--- src/hw/rtl/sphb_pkg.sv ---
package sphb_pkg;

  localparam logic [2:0] KIND_SYN  = 3'd1;
  localparam logic [2:0] KIND_NULL = 3'd2;
  localparam logic [2:0] KIND_ACK  = 3'd3;
  localparam logic [2:0] KIND_FIN  = 3'd4;
  localparam logic [2:0] KIND_XMAS = 3'd5;
  localparam logic [2:0] KIND_UDP  = 3'd6;

  localparam logic [15:0] PORT_BASE  = 16'd33000;
  localparam logic [15:0] TCP_WINDOW = 16'd5840;
  localparam logic [7:0]  IP_TTL     = 8'd64;
  localparam logic [7:0]  PROTO_TCP  = 8'd6;
  localparam logic [7:0]  PROTO_UDP  = 8'd17;
  localparam logic [15:0] IP_VER_IHL = 16'h4500;
  localparam logic [15:0] TCP_LEN    = 16'd20;
  localparam logic [15:0] UDP_LEN    = 16'd8;
  localparam logic [15:0] TCP_TOTAL  = 16'd40;
  localparam logic [15:0] UDP_TOTAL  = 16'd28;
  localparam logic [3:0]  TCP_DOFF   = 4'd5;

  localparam logic [5:0] FLAG_FIN = 6'h01;
  localparam logic [5:0] FLAG_SYN = 6'h02;
  localparam logic [5:0] FLAG_PSH = 6'h08;
  localparam logic [5:0] FLAG_ACK = 6'h10;
  localparam logic [5:0] FLAG_URG = 6'h20;

  localparam logic [4:0] TCP_LAST_IDX = 5'd19;
  localparam logic [4:0] UDP_LAST_IDX = 5'd13;

  localparam logic [2:0] CFG_SRC_ADDR = 3'd0;

  typedef struct packed {
    logic [31:0] src;
    logic [31:0] dst;
    logic [15:0] dport;
    logic [2:0]  kind;
    logic [15:0] ident;
    logic [31:0] seq;
  } probe_t;

  function automatic logic is_udp(input logic [2:0] kind);
    return kind == KIND_UDP;
  endfunction

  function automatic logic [5:0] tcp_flags(input logic [2:0] kind);
    logic [5:0] f;
    f = '0;
    unique case (kind)
      KIND_SYN:  f = FLAG_SYN;
      KIND_ACK:  f = FLAG_ACK;
      KIND_FIN:  f = FLAG_FIN;
      KIND_XMAS: f = FLAG_FIN | FLAG_PSH | FLAG_URG;
      default:   f = '0;
    endcase
    return f;
  endfunction

  function automatic logic tcp_ack(input logic [2:0] kind);
    return kind == KIND_ACK;
  endfunction

  // Fixed words of the IPv4 header that enter its checksum
  function automatic logic [15:0] ip_const(input logic [2:0] kind);
    logic [15:0] len;
    logic [7:0]  proto;
    len   = is_udp(kind) ? UDP_TOTAL : TCP_TOTAL;
    proto = is_udp(kind) ? PROTO_UDP : PROTO_TCP;
    return 16'(IP_VER_IHL + len + {IP_TTL, proto});
  endfunction

  // Fixed words of pseudo-header and transport header; cannot overflow 16 bits
  function automatic logic [15:0] tp_const(input logic [2:0] kind);
    logic [15:0] s;
    if (is_udp(kind)) begin
      s = 16'(16'(PROTO_UDP) + UDP_LEN + PORT_BASE + 16'(kind) + UDP_LEN);
    end else begin
      s = 16'(16'(PROTO_TCP) + TCP_LEN + PORT_BASE + 16'(kind) + 16'(tcp_ack(kind))
          + {TCP_DOFF, 6'd0, tcp_flags(kind)} + TCP_WINDOW);
    end
    return s;
  endfunction

endpackage

--- src/hw/rtl/scan_probe_header_builder.sv ---
// Probe header builder. Each request word on in_ (destination address, port, ident,
// sequence number, kind in tuser) yields an IPv4+TCP header of 20 sixteen-bit words
// or, for the UDP kind, an IPv4+UDP header of 14 words, big-endian, tlast on the
// final word, both checksums filled in. The source address is the register at
// cfg_ offset 0. Requests pass a three-stage checksum pipeline (partial sums, first
// fold, final fold and invert) and then a word serialiser with an output register.
// The serialiser sends one word per cycle while out_tready is high, which sets the
// sustained rate of requests. Up to four requests are held in flight, so requests
// are taken back to back while earlier headers are still being sent, until the
// checksum stages are full.
module scan_probe_header_builder (
  input  logic         clk,
  input  logic         rst_n,
  input  logic         in_tvalid,
  output logic         in_tready,
  // [31:0] destination address, [47:32] destination port, [63:48] ip_ident,
  // [95:64] sequence_number
  input  logic [95:0]  in_tdata,
  // [2:0] scan_kind
  input  logic [2:0]   in_tuser,
  output logic         out_tvalid,
  input  logic         out_tready,
  // [15:0] header_word
  output logic [15:0]  out_tdata,
  output logic         out_tlast,
  input  logic         cfg_psel,
  input  logic         cfg_penable,
  input  logic         cfg_pwrite,
  input  logic [2:0]   cfg_paddr,
  input  logic [31:0]  cfg_pwdata,
  output logic [31:0]  cfg_prdata,
  output logic         cfg_pready
);
  import sphb_pkg::*;

  logic [31:0] src_addr_r;

  logic        s1_v_r, s2_v_r, s3_v_r, frame_v_r, out_v_r;
  probe_t      s1_p_r, s2_p_r, s3_p_r, frame_p_r;
  logic [17:0] s1_addr_r;
  logic [16:0] s1_ip_r;
  logic [17:0] s1_tp_r;
  logic [16:0] s2_ip_r, s2_tp_r;
  logic [15:0] s3_ip_r, s3_tp_r, frame_ip_r, frame_tp_r;
  logic [4:0]  idx_r, idx_nxt;
  logic [15:0] out_data_r;
  logic        out_last_r;

  logic        s1_en, s2_en, s3_en, frame_ld, out_ld, emit, is_last, frame_done;
  probe_t      in_p;
  logic        in_udp;
  logic [15:0] seq_hi, seq_lo;
  logic [18:0] ip_sum, tp_sum;
  logic [16:0] ip_fold2, tp_fold2;
  logic [15:0] word;
  logic        fr_udp;

  // configuration
  logic cfg_wr;
  assign cfg_pready = 1'b1;
  assign cfg_wr     = cfg_psel && cfg_penable && cfg_pwrite && cfg_pready;
  assign cfg_prdata = (cfg_paddr[2] == CFG_SRC_ADDR[0]) ? src_addr_r : '0;

  always_ff @(posedge clk) begin
    if (!rst_n) begin
      src_addr_r <= '0;
    end else if (cfg_wr && cfg_paddr[2] == CFG_SRC_ADDR[0]) begin
      src_addr_r <= cfg_pwdata;
    end
  end

  // stall chain, back from the output register
  assign out_ld     = !out_v_r || out_tready;
  assign emit       = out_ld && frame_v_r;
  assign frame_done = emit && is_last;
  assign frame_ld   = s3_v_r && (!frame_v_r || frame_done);
  assign s3_en      = !s3_v_r || frame_ld;
  assign s2_en      = !s2_v_r || s3_en;
  assign s1_en      = !s1_v_r || s2_en;
  assign in_tready  = s1_en;

  // stage 1: partial sums
  always_comb begin
    in_p.src   = src_addr_r;
    in_p.dst   = in_tdata[31:0];
    in_p.dport = in_tdata[47:32];
    in_p.ident = in_tdata[63:48];
    in_p.seq   = in_tdata[95:64];
    in_p.kind  = in_tuser;
    in_udp     = is_udp(in_tuser);
    seq_hi     = in_udp ? 16'd0 : in_p.seq[31:16];
    seq_lo     = in_udp ? 16'd0 : in_p.seq[15:0];
  end

  always_ff @(posedge clk) begin
    if (!rst_n) begin
      s1_v_r <= 1'b0;
    end else if (s1_en) begin
      s1_v_r <= in_tvalid;
    end
  end

  always_ff @(posedge clk) begin
    if (s1_en && in_tvalid) begin
      s1_p_r    <= in_p;
      s1_addr_r <= 18'(in_p.src[31:16]) + 18'(in_p.src[15:0])
                 + 18'(in_p.dst[31:16]) + 18'(in_p.dst[15:0]);
      s1_ip_r   <= 17'(in_p.ident) + 17'(ip_const(in_tuser));
      s1_tp_r   <= 18'(in_p.dport) + 18'(seq_hi) + 18'(seq_lo)
                 + 18'(tp_const(in_tuser));
    end
  end

  // stage 2: total and first end-around fold
  assign ip_sum = 19'(s1_addr_r) + 19'(s1_ip_r);
  assign tp_sum = 19'(s1_addr_r) + 19'(s1_tp_r);

  always_ff @(posedge clk) begin
    if (!rst_n) begin
      s2_v_r <= 1'b0;
    end else if (s2_en) begin
      s2_v_r <= s1_v_r;
    end
  end

  always_ff @(posedge clk) begin
    if (s2_en && s1_v_r) begin
      s2_p_r  <= s1_p_r;
      s2_ip_r <= 17'(ip_sum[15:0]) + 17'(ip_sum[18:16]);
      s2_tp_r <= 17'(tp_sum[15:0]) + 17'(tp_sum[18:16]);
    end
  end

  // stage 3: second fold and invert
  assign ip_fold2 = 17'(s2_ip_r[15:0]) + 17'(s2_ip_r[16]);
  assign tp_fold2 = 17'(s2_tp_r[15:0]) + 17'(s2_tp_r[16]);

  always_ff @(posedge clk) begin
    if (!rst_n) begin
      s3_v_r <= 1'b0;
    end else if (s3_en) begin
      s3_v_r <= s2_v_r;
    end
  end

  always_ff @(posedge clk) begin
    if (s3_en && s2_v_r) begin
      s3_p_r  <= s2_p_r;
      s3_ip_r <= ~ip_fold2[15:0];
      s3_tp_r <= ~tp_fold2[15:0];
    end
  end

  // serialiser: hold one finished header and step through its words
  assign fr_udp  = is_udp(frame_p_r.kind);
  assign is_last = idx_r == (fr_udp ? UDP_LAST_IDX : TCP_LAST_IDX);

  always_comb begin
    word = '0;
    unique case (idx_r)
      5'd0:    word = IP_VER_IHL;
      5'd1:    word = fr_udp ? UDP_TOTAL : TCP_TOTAL;
      5'd2:    word = frame_p_r.ident;
      5'd3:    word = '0;
      5'd4:    word = {IP_TTL, fr_udp ? PROTO_UDP : PROTO_TCP};
      5'd5:    word = frame_ip_r;
      5'd6:    word = frame_p_r.src[31:16];
      5'd7:    word = frame_p_r.src[15:0];
      5'd8:    word = frame_p_r.dst[31:16];
      5'd9:    word = frame_p_r.dst[15:0];
      5'd10:   word = 16'(PORT_BASE + 16'(frame_p_r.kind));
      5'd11:   word = frame_p_r.dport;
      5'd12:   word = fr_udp ? UDP_LEN : frame_p_r.seq[31:16];
      5'd13:   word = fr_udp ? frame_tp_r : frame_p_r.seq[15:0];
      5'd14:   word = '0;
      5'd15:   word = 16'(tcp_ack(frame_p_r.kind));
      5'd16:   word = {TCP_DOFF, 6'd0, tcp_flags(frame_p_r.kind)};
      5'd17:   word = TCP_WINDOW;
      5'd18:   word = frame_tp_r;
      default: word = '0;
    endcase
  end

  assign idx_nxt = frame_done ? 5'd0 : (emit ? 5'(idx_r + 5'd1) : idx_r);

  always_ff @(posedge clk) begin
    if (!rst_n) begin
      frame_v_r <= 1'b0;
      idx_r     <= '0;
      out_v_r   <= 1'b0;
    end else begin
      idx_r <= idx_nxt;
      if (frame_ld) begin
        frame_v_r <= 1'b1;
      end else if (frame_done) begin
        frame_v_r <= 1'b0;
      end
      if (out_ld) begin
        out_v_r <= frame_v_r;
      end
    end
  end

  always_ff @(posedge clk) begin
    if (frame_ld) begin
      frame_p_r  <= s3_p_r;
      frame_ip_r <= s3_ip_r;
      frame_tp_r <= s3_tp_r;
    end
    if (emit) begin
      out_data_r <= word;
      out_last_r <= is_last;
    end
  end

  assign out_tvalid = out_v_r;
  assign out_tdata  = out_data_r;
  assign out_tlast  = out_last_r;

endmodule

--- config.mk ---
export PLATFORM = sky130hd
export DESIGN_NAME = scan_probe_header_builder
export DESIGN_NICKNAME = d
export VERILOG_FILES = /design/src/hw/rtl/sphb_pkg.sv /design/src/hw/rtl/scan_probe_header_builder.sv
export SDC_FILE = /design/constraint.sdc
export NUM_CORES = 1
export LEC_CHECK = 0
export ABC_AREA = 1
export BUFFER_PORTS_ARGS = -buffer_cell sky130_fd_sc_hd__buf_2
export CAP_MARGIN = 20
export CORE_UTILIZATION = 40
export CTS_CLUSTER_SIZE = 28
export DETAILED_ROUTE_END_ITERATION = 10
export GPL_TIMING_DRIVEN = 0
export PLACE_DENSITY = 0.56
export SLEW_MARGIN = 20
export SYNTH_ARGS = -nofsm -noshare
export SYNTH_HDL_FRONTEND = slang
export SYNTH_SLANG_ARGS = --single-unit
--- constraint.sdc ---
create_clock -name clk -period 11.4 [get_ports clk]
set_clock_uncertainty 0.15 [all_clocks]
set_input_delay 2.28 -clock clk [delete_from_list [all_inputs] [get_ports clk]]
set_output_delay 2.28 -clock clk [all_outputs]
set_load 0.01 [all_outputs]
==> impl_summary.log <==
[metrics] result of the run: finished clean
[metrics] share of the yosys chip area belonging to registers: 70.1%
[metrics] area overhead of the layout relative to synthesis: 17.0%
[metrics] Mapped Cells: 2274
[metrics] path type of the worst min-delay path: reg2reg
[metrics] vias in the first global route: 17642
[metrics] syn_nets: 2584
[metrics] Worst setup startpoint: in_tuser[0]
[metrics] worst path arrival time: 7130 ps
[metrics] placed cell count: 3510
[metrics] area share of the leading cell type in the synthesized netlist: 67.4%
[metrics] Hold Violations, Final: 0
[metrics] async set-reset flop share out of synthesis: 0%
[metrics] leakage dissipation: 0.0141 µW
[metrics] ratio of cells with drive above 1 in the final layout: 14.2%
[metrics] DR vias: 17707
[metrics] minimum clock period after layout: 6880 ps
[metrics] Yosys cell types: 53
[metrics] worst-case setup slack after placement: 3620 ps
[metrics] final global-route overflow total: 0
[metrics] headroom to the max-slew limit: 36.6%
[metrics] die outline area: 78200 µm²
[metrics] Buffers on Ports: 188
[metrics] detail-routed via count per cell: 4.85
[metrics] kind of launch point of the worst setup path: primary input
[metrics] Row Count: 101
[metrics] wire length after detailed routing: 75800 µm
[metrics] buffer levels on the longest clock path: 3
[metrics] most used flip-flop cell after synthesis: sky130_fd_sc_hd__edfxtp_1
[metrics] clock sinks: 734
[metrics] share of the clock period used by the worst path: 60.4%
[metrics] Synth Area per Inst: 13.6 µm²
[metrics] number of synthesized flops with an enable pin: 692
[metrics] maximum VDD drop: 0.000102 V
[metrics] wire length of the first global-routing pass: 111000 µm
[metrics] post-layout worst setup margin: 4520 ps
[metrics] Pre-antenna DRT Iters: 5
[metrics] #FFs+latches synth: 734
[metrics] number of H-tree levels: 3
[metrics] insertion delay of the later-clocked pin in the worst-skew pair: 620 ps
[metrics] DR DRC count: 0
[metrics] clock root buffer: sky130_fd_sc_hd__clkbuf_16
[metrics] antenna violations before repair: 2
[metrics] final layout net count: 2870
[metrics] antenna violation net count after detailed routing: 0
[metrics] endpoints failing setup: 0
[metrics] Power Density: 209 nW/µm²
[metrics] hold path startpoint: s3_tp_r[11]
[metrics] Synth warnings: 0
[metrics] Horiz. Die Dim: 280 µm
[metrics] total global-route track usage: 19.5%
[metrics] Post-Layout Cell Count: 3651
[metrics] CTS tree: done
[metrics] largest area contributor in the netlist: sky130_fd_sc_hd__edfxtp_1
[metrics] maximum number of pins on one net before global-route repair: 104
[metrics] hold buffer count at cts: 0
[metrics] worst flop-to-flop path startpoint: s1_addr_r[0]
[metrics] die outline height: 280 µm
[metrics] maximum fanout encountered on the critical timing path: 12
[metrics] detail-routed net length per standard cell: 20.8 µm
[metrics] Cell Area, Synth: 30800 µm²
[metrics] GP Congestion: 0.864
[metrics] HPWL after detailed placement: 58300 µm
[metrics] largest cells by area after synthesis: sky130_fd_sc_hd__edfxtp_1 67%, sky130_fd_sc_hd__nand2_1 4.7%, sky130_fd_sc_hd__fa_1 4.5%, sky130_fd_sc_hd__ha_1 4.0%, sky130_fd_sc_hd__inv_1 3.2%
[metrics] data required time at the worst endpoint: 11650 ps
[metrics] unrepaired setup endpoints after global routing: false
[metrics] count of cells resized by post-cts repair: 0
[metrics] total CTS buffers: 78
[metrics] number of DRC markers in iteration 0: 1353
[metrics] Least-Margin Pin Slew: 947 ps
[metrics] commonest non-fill, non-tap cells in the layout: 692 x sky130_fd_sc_hd__edfxtp_1, 386 x sky130_fd_sc_hd__nand2_1, 265 x sky130_fd_sc_hd__inv_1
[metrics] Post-CTS Repair Setup Buffers: 0
[metrics] initial standard-cell utilization of the core: 40.5%
[metrics] timing-limited maximum frequency: 145 MHz
[metrics] total of max-cap violations: 0
[metrics] clock-pin slew on the worst setup and hold paths: 60 ps
[metrics] commonest non-fill, non-tap cell in the layout: sky130_fd_sc_hd__edfxtp_1
[metrics] endpoint kind of the worst setup timing path: flip-flop
[metrics] Setup CP Type: in2reg
[metrics] final-report max-slew violation count: 0
[metrics] top-level port count: 193
[metrics] total core area: 76100 µm²
-- logic make-up (layout without fill, tap and decap cells) --
logic type | after synthesis | count (layout) | share of synthesized area [%]
mux | 1 | 1 | 0.0325
compound gates | 235 | 235 | 4.40
xor+xnor | 99 | 99 | 2.81
simple gates | 734 | 734 | 10.4
fa+ha+maj | 169 | 169 | 8.56
other cells | 1 | 2 | 0.0122
flops | 734 | 734 | 70.1
buf+inv | 301 | 647 | 3.72
-- through the flow --
stage | cell area, µm² | util [%] | hold slack (ps) | power (µW) | setup TNS [ps]
after floorplan | 30800 | - | 250 | 4560 | 0
after global placement | 33100 | 43.5 | 250 | 5100 | -630800
after detailed placement | 33500 | 44.1 | 255 | 5110 | 0
after CTS | 36100 | 47.4 | 240 | 7620 | 0
after global routing | 36100 | 47.4 | 265 | 7940 | 0
final | 36100 | 47.4 | 246 | 7550 | 0
-- path summary, 6_finish.rpt --
| kind | to | slack, ps | depth (start not counted) |
|---|---|---|---|
| max | s1_tp_r[11] | 4520 | 20 |
| min | frame_tp_r[11] | 250 | 0 |
| max reg2reg | s2_tp_r[12] | 6880 | 21 |
| min reg2reg | frame_tp_r[11] | 250 | 0 |
-- cell usage after synthesis, types with 2 or more instances --
library cell                count
sky130_fd_sc_hd__edfxtp_1     692
sky130_fd_sc_hd__nand2_1      386
sky130_fd_sc_hd__inv_1        267
sky130_fd_sc_hd__nor2_1       158
sky130_fd_sc_hd__a21oi_1      109
sky130_fd_sc_hd__ha_1          99
sky130_fd_sc_hd__nand3_1       94
sky130_fd_sc_hd__fa_1          70
sky130_fd_sc_hd__o21ai_0       67
sky130_fd_sc_hd__xor2_1        65
sky130_fd_sc_hd__dfxtp_1       42
sky130_fd_sc_hd__nand4_1       39
sky130_fd_sc_hd__xnor2_1       34
sky130_fd_sc_hd__clkbuf_1      19
sky130_fd_sc_hd__a221oi_1      17
sky130_fd_sc_hd__nand2_2       16
sky130_fd_sc_hd__nor3_1         8
sky130_fd_sc_hd__a211oi_1       7
sky130_fd_sc_hd__a22o_1         7
sky130_fd_sc_hd__buf_2          6
sky130_fd_sc_hd__and3_1         5
sky130_fd_sc_hd__nor2_2         5
sky130_fd_sc_hd__a21o_1         4
sky130_fd_sc_hd__nor2_4         4
sky130_fd_sc_hd__o2111ai_1      4
sky130_fd_sc_hd__a21boi_0       3
sky130_fd_sc_hd__a22oi_1        3
sky130_fd_sc_hd__a31oi_1        3
sky130_fd_sc_hd__inv_2          3
sky130_fd_sc_hd__nand3_2        3
sky130_fd_sc_hd__nand3b_1       3
sky130_fd_sc_hd__nor3_4         3
sky130_fd_sc_hd__o21bai_1       3
sky130_fd_sc_hd__buf_4          2
sky130_fd_sc_hd__clkinv_1       2
sky130_fd_sc_hd__nand2_4        2
sky130_fd_sc_hd__nor3_2         2
sky130_fd_sc_hd__nor3b_1        2
sky130_fd_sc_hd__o211ai_1       2
-- routing by layer --
metal	GRT usage, %	part of all wire [%]
met1	26.7	45
met2	31.2	47
met3	3.04	4.7
met4	7.76	3.5
met5	0	0
-- worst max-delay path: stages --
cell,delay (ps)
sky130_fd_sc_hd__buf_2,190
sky130_fd_sc_hd__inv_1,90
sky130_fd_sc_hd__ha_1,200
sky130_fd_sc_hd__nand2_1,510
sky130_fd_sc_hd__inv_1,200
sky130_fd_sc_hd__clkbuf_2,380
sky130_fd_sc_hd__nor2_1,240
sky130_fd_sc_hd__fa_1,450
sky130_fd_sc_hd__inv_1,150
sky130_fd_sc_hd__fa_1,410
sky130_fd_sc_hd__inv_1,70
sky130_fd_sc_hd__ha_1,160
sky130_fd_sc_hd__inv_1,50
sky130_fd_sc_hd__fa_1,390
sky130_fd_sc_hd__o21ai_0,300
sky130_fd_sc_hd__a21oi_1,190
sky130_fd_sc_hd__o21ai_0,390
sky130_fd_sc_hd__nand3_1,120
sky130_fd_sc_hd__nand2_1,110
sky130_fd_sc_hd__xor2_1,230
-- registers in the layout, indices dropped and copies added, names as in the netlist, 16 cells and up --
name,flops
s1_tp_r,18
s2_ip_r,17
s3_p_r,131
out_tdata,16
s2_tp_r,17
s1_ip_r,17
s3_tp_r,16
s1_addr_r,18
s1_p_r,131
frame_ip_r,16
src_addr_r,32
frame_tp_r,16
s3_ip_r,16
s2_p_r,131
frame_p_r,131
-- where the power goes --
group	leakage, µW	internal [µW]	switching [µW]
clock	0.00124	1460	1030
sequential	0.00684	3230	132
combinational	0.00597	586	1110
-- final cells by class --
| type | count | area, µm² |
|---|---|---|
| multi-input combinational | 1239 | 8090 |
| clock inverter | 34 | 363 |
| sequential | 734 | 21600 |
| tap | 1030 | 1290 |
| timing repair buffer | 206 | 1380 |
| clock buffer | 106 | 2170 |
| inverter | 272 | 1040 |
| antenna | 1 | 2.50 |
| fill | 6777 | 40000 |
| buffer | 29 | 126 |
Note: power is estimated with default switching activity, not from simulation.
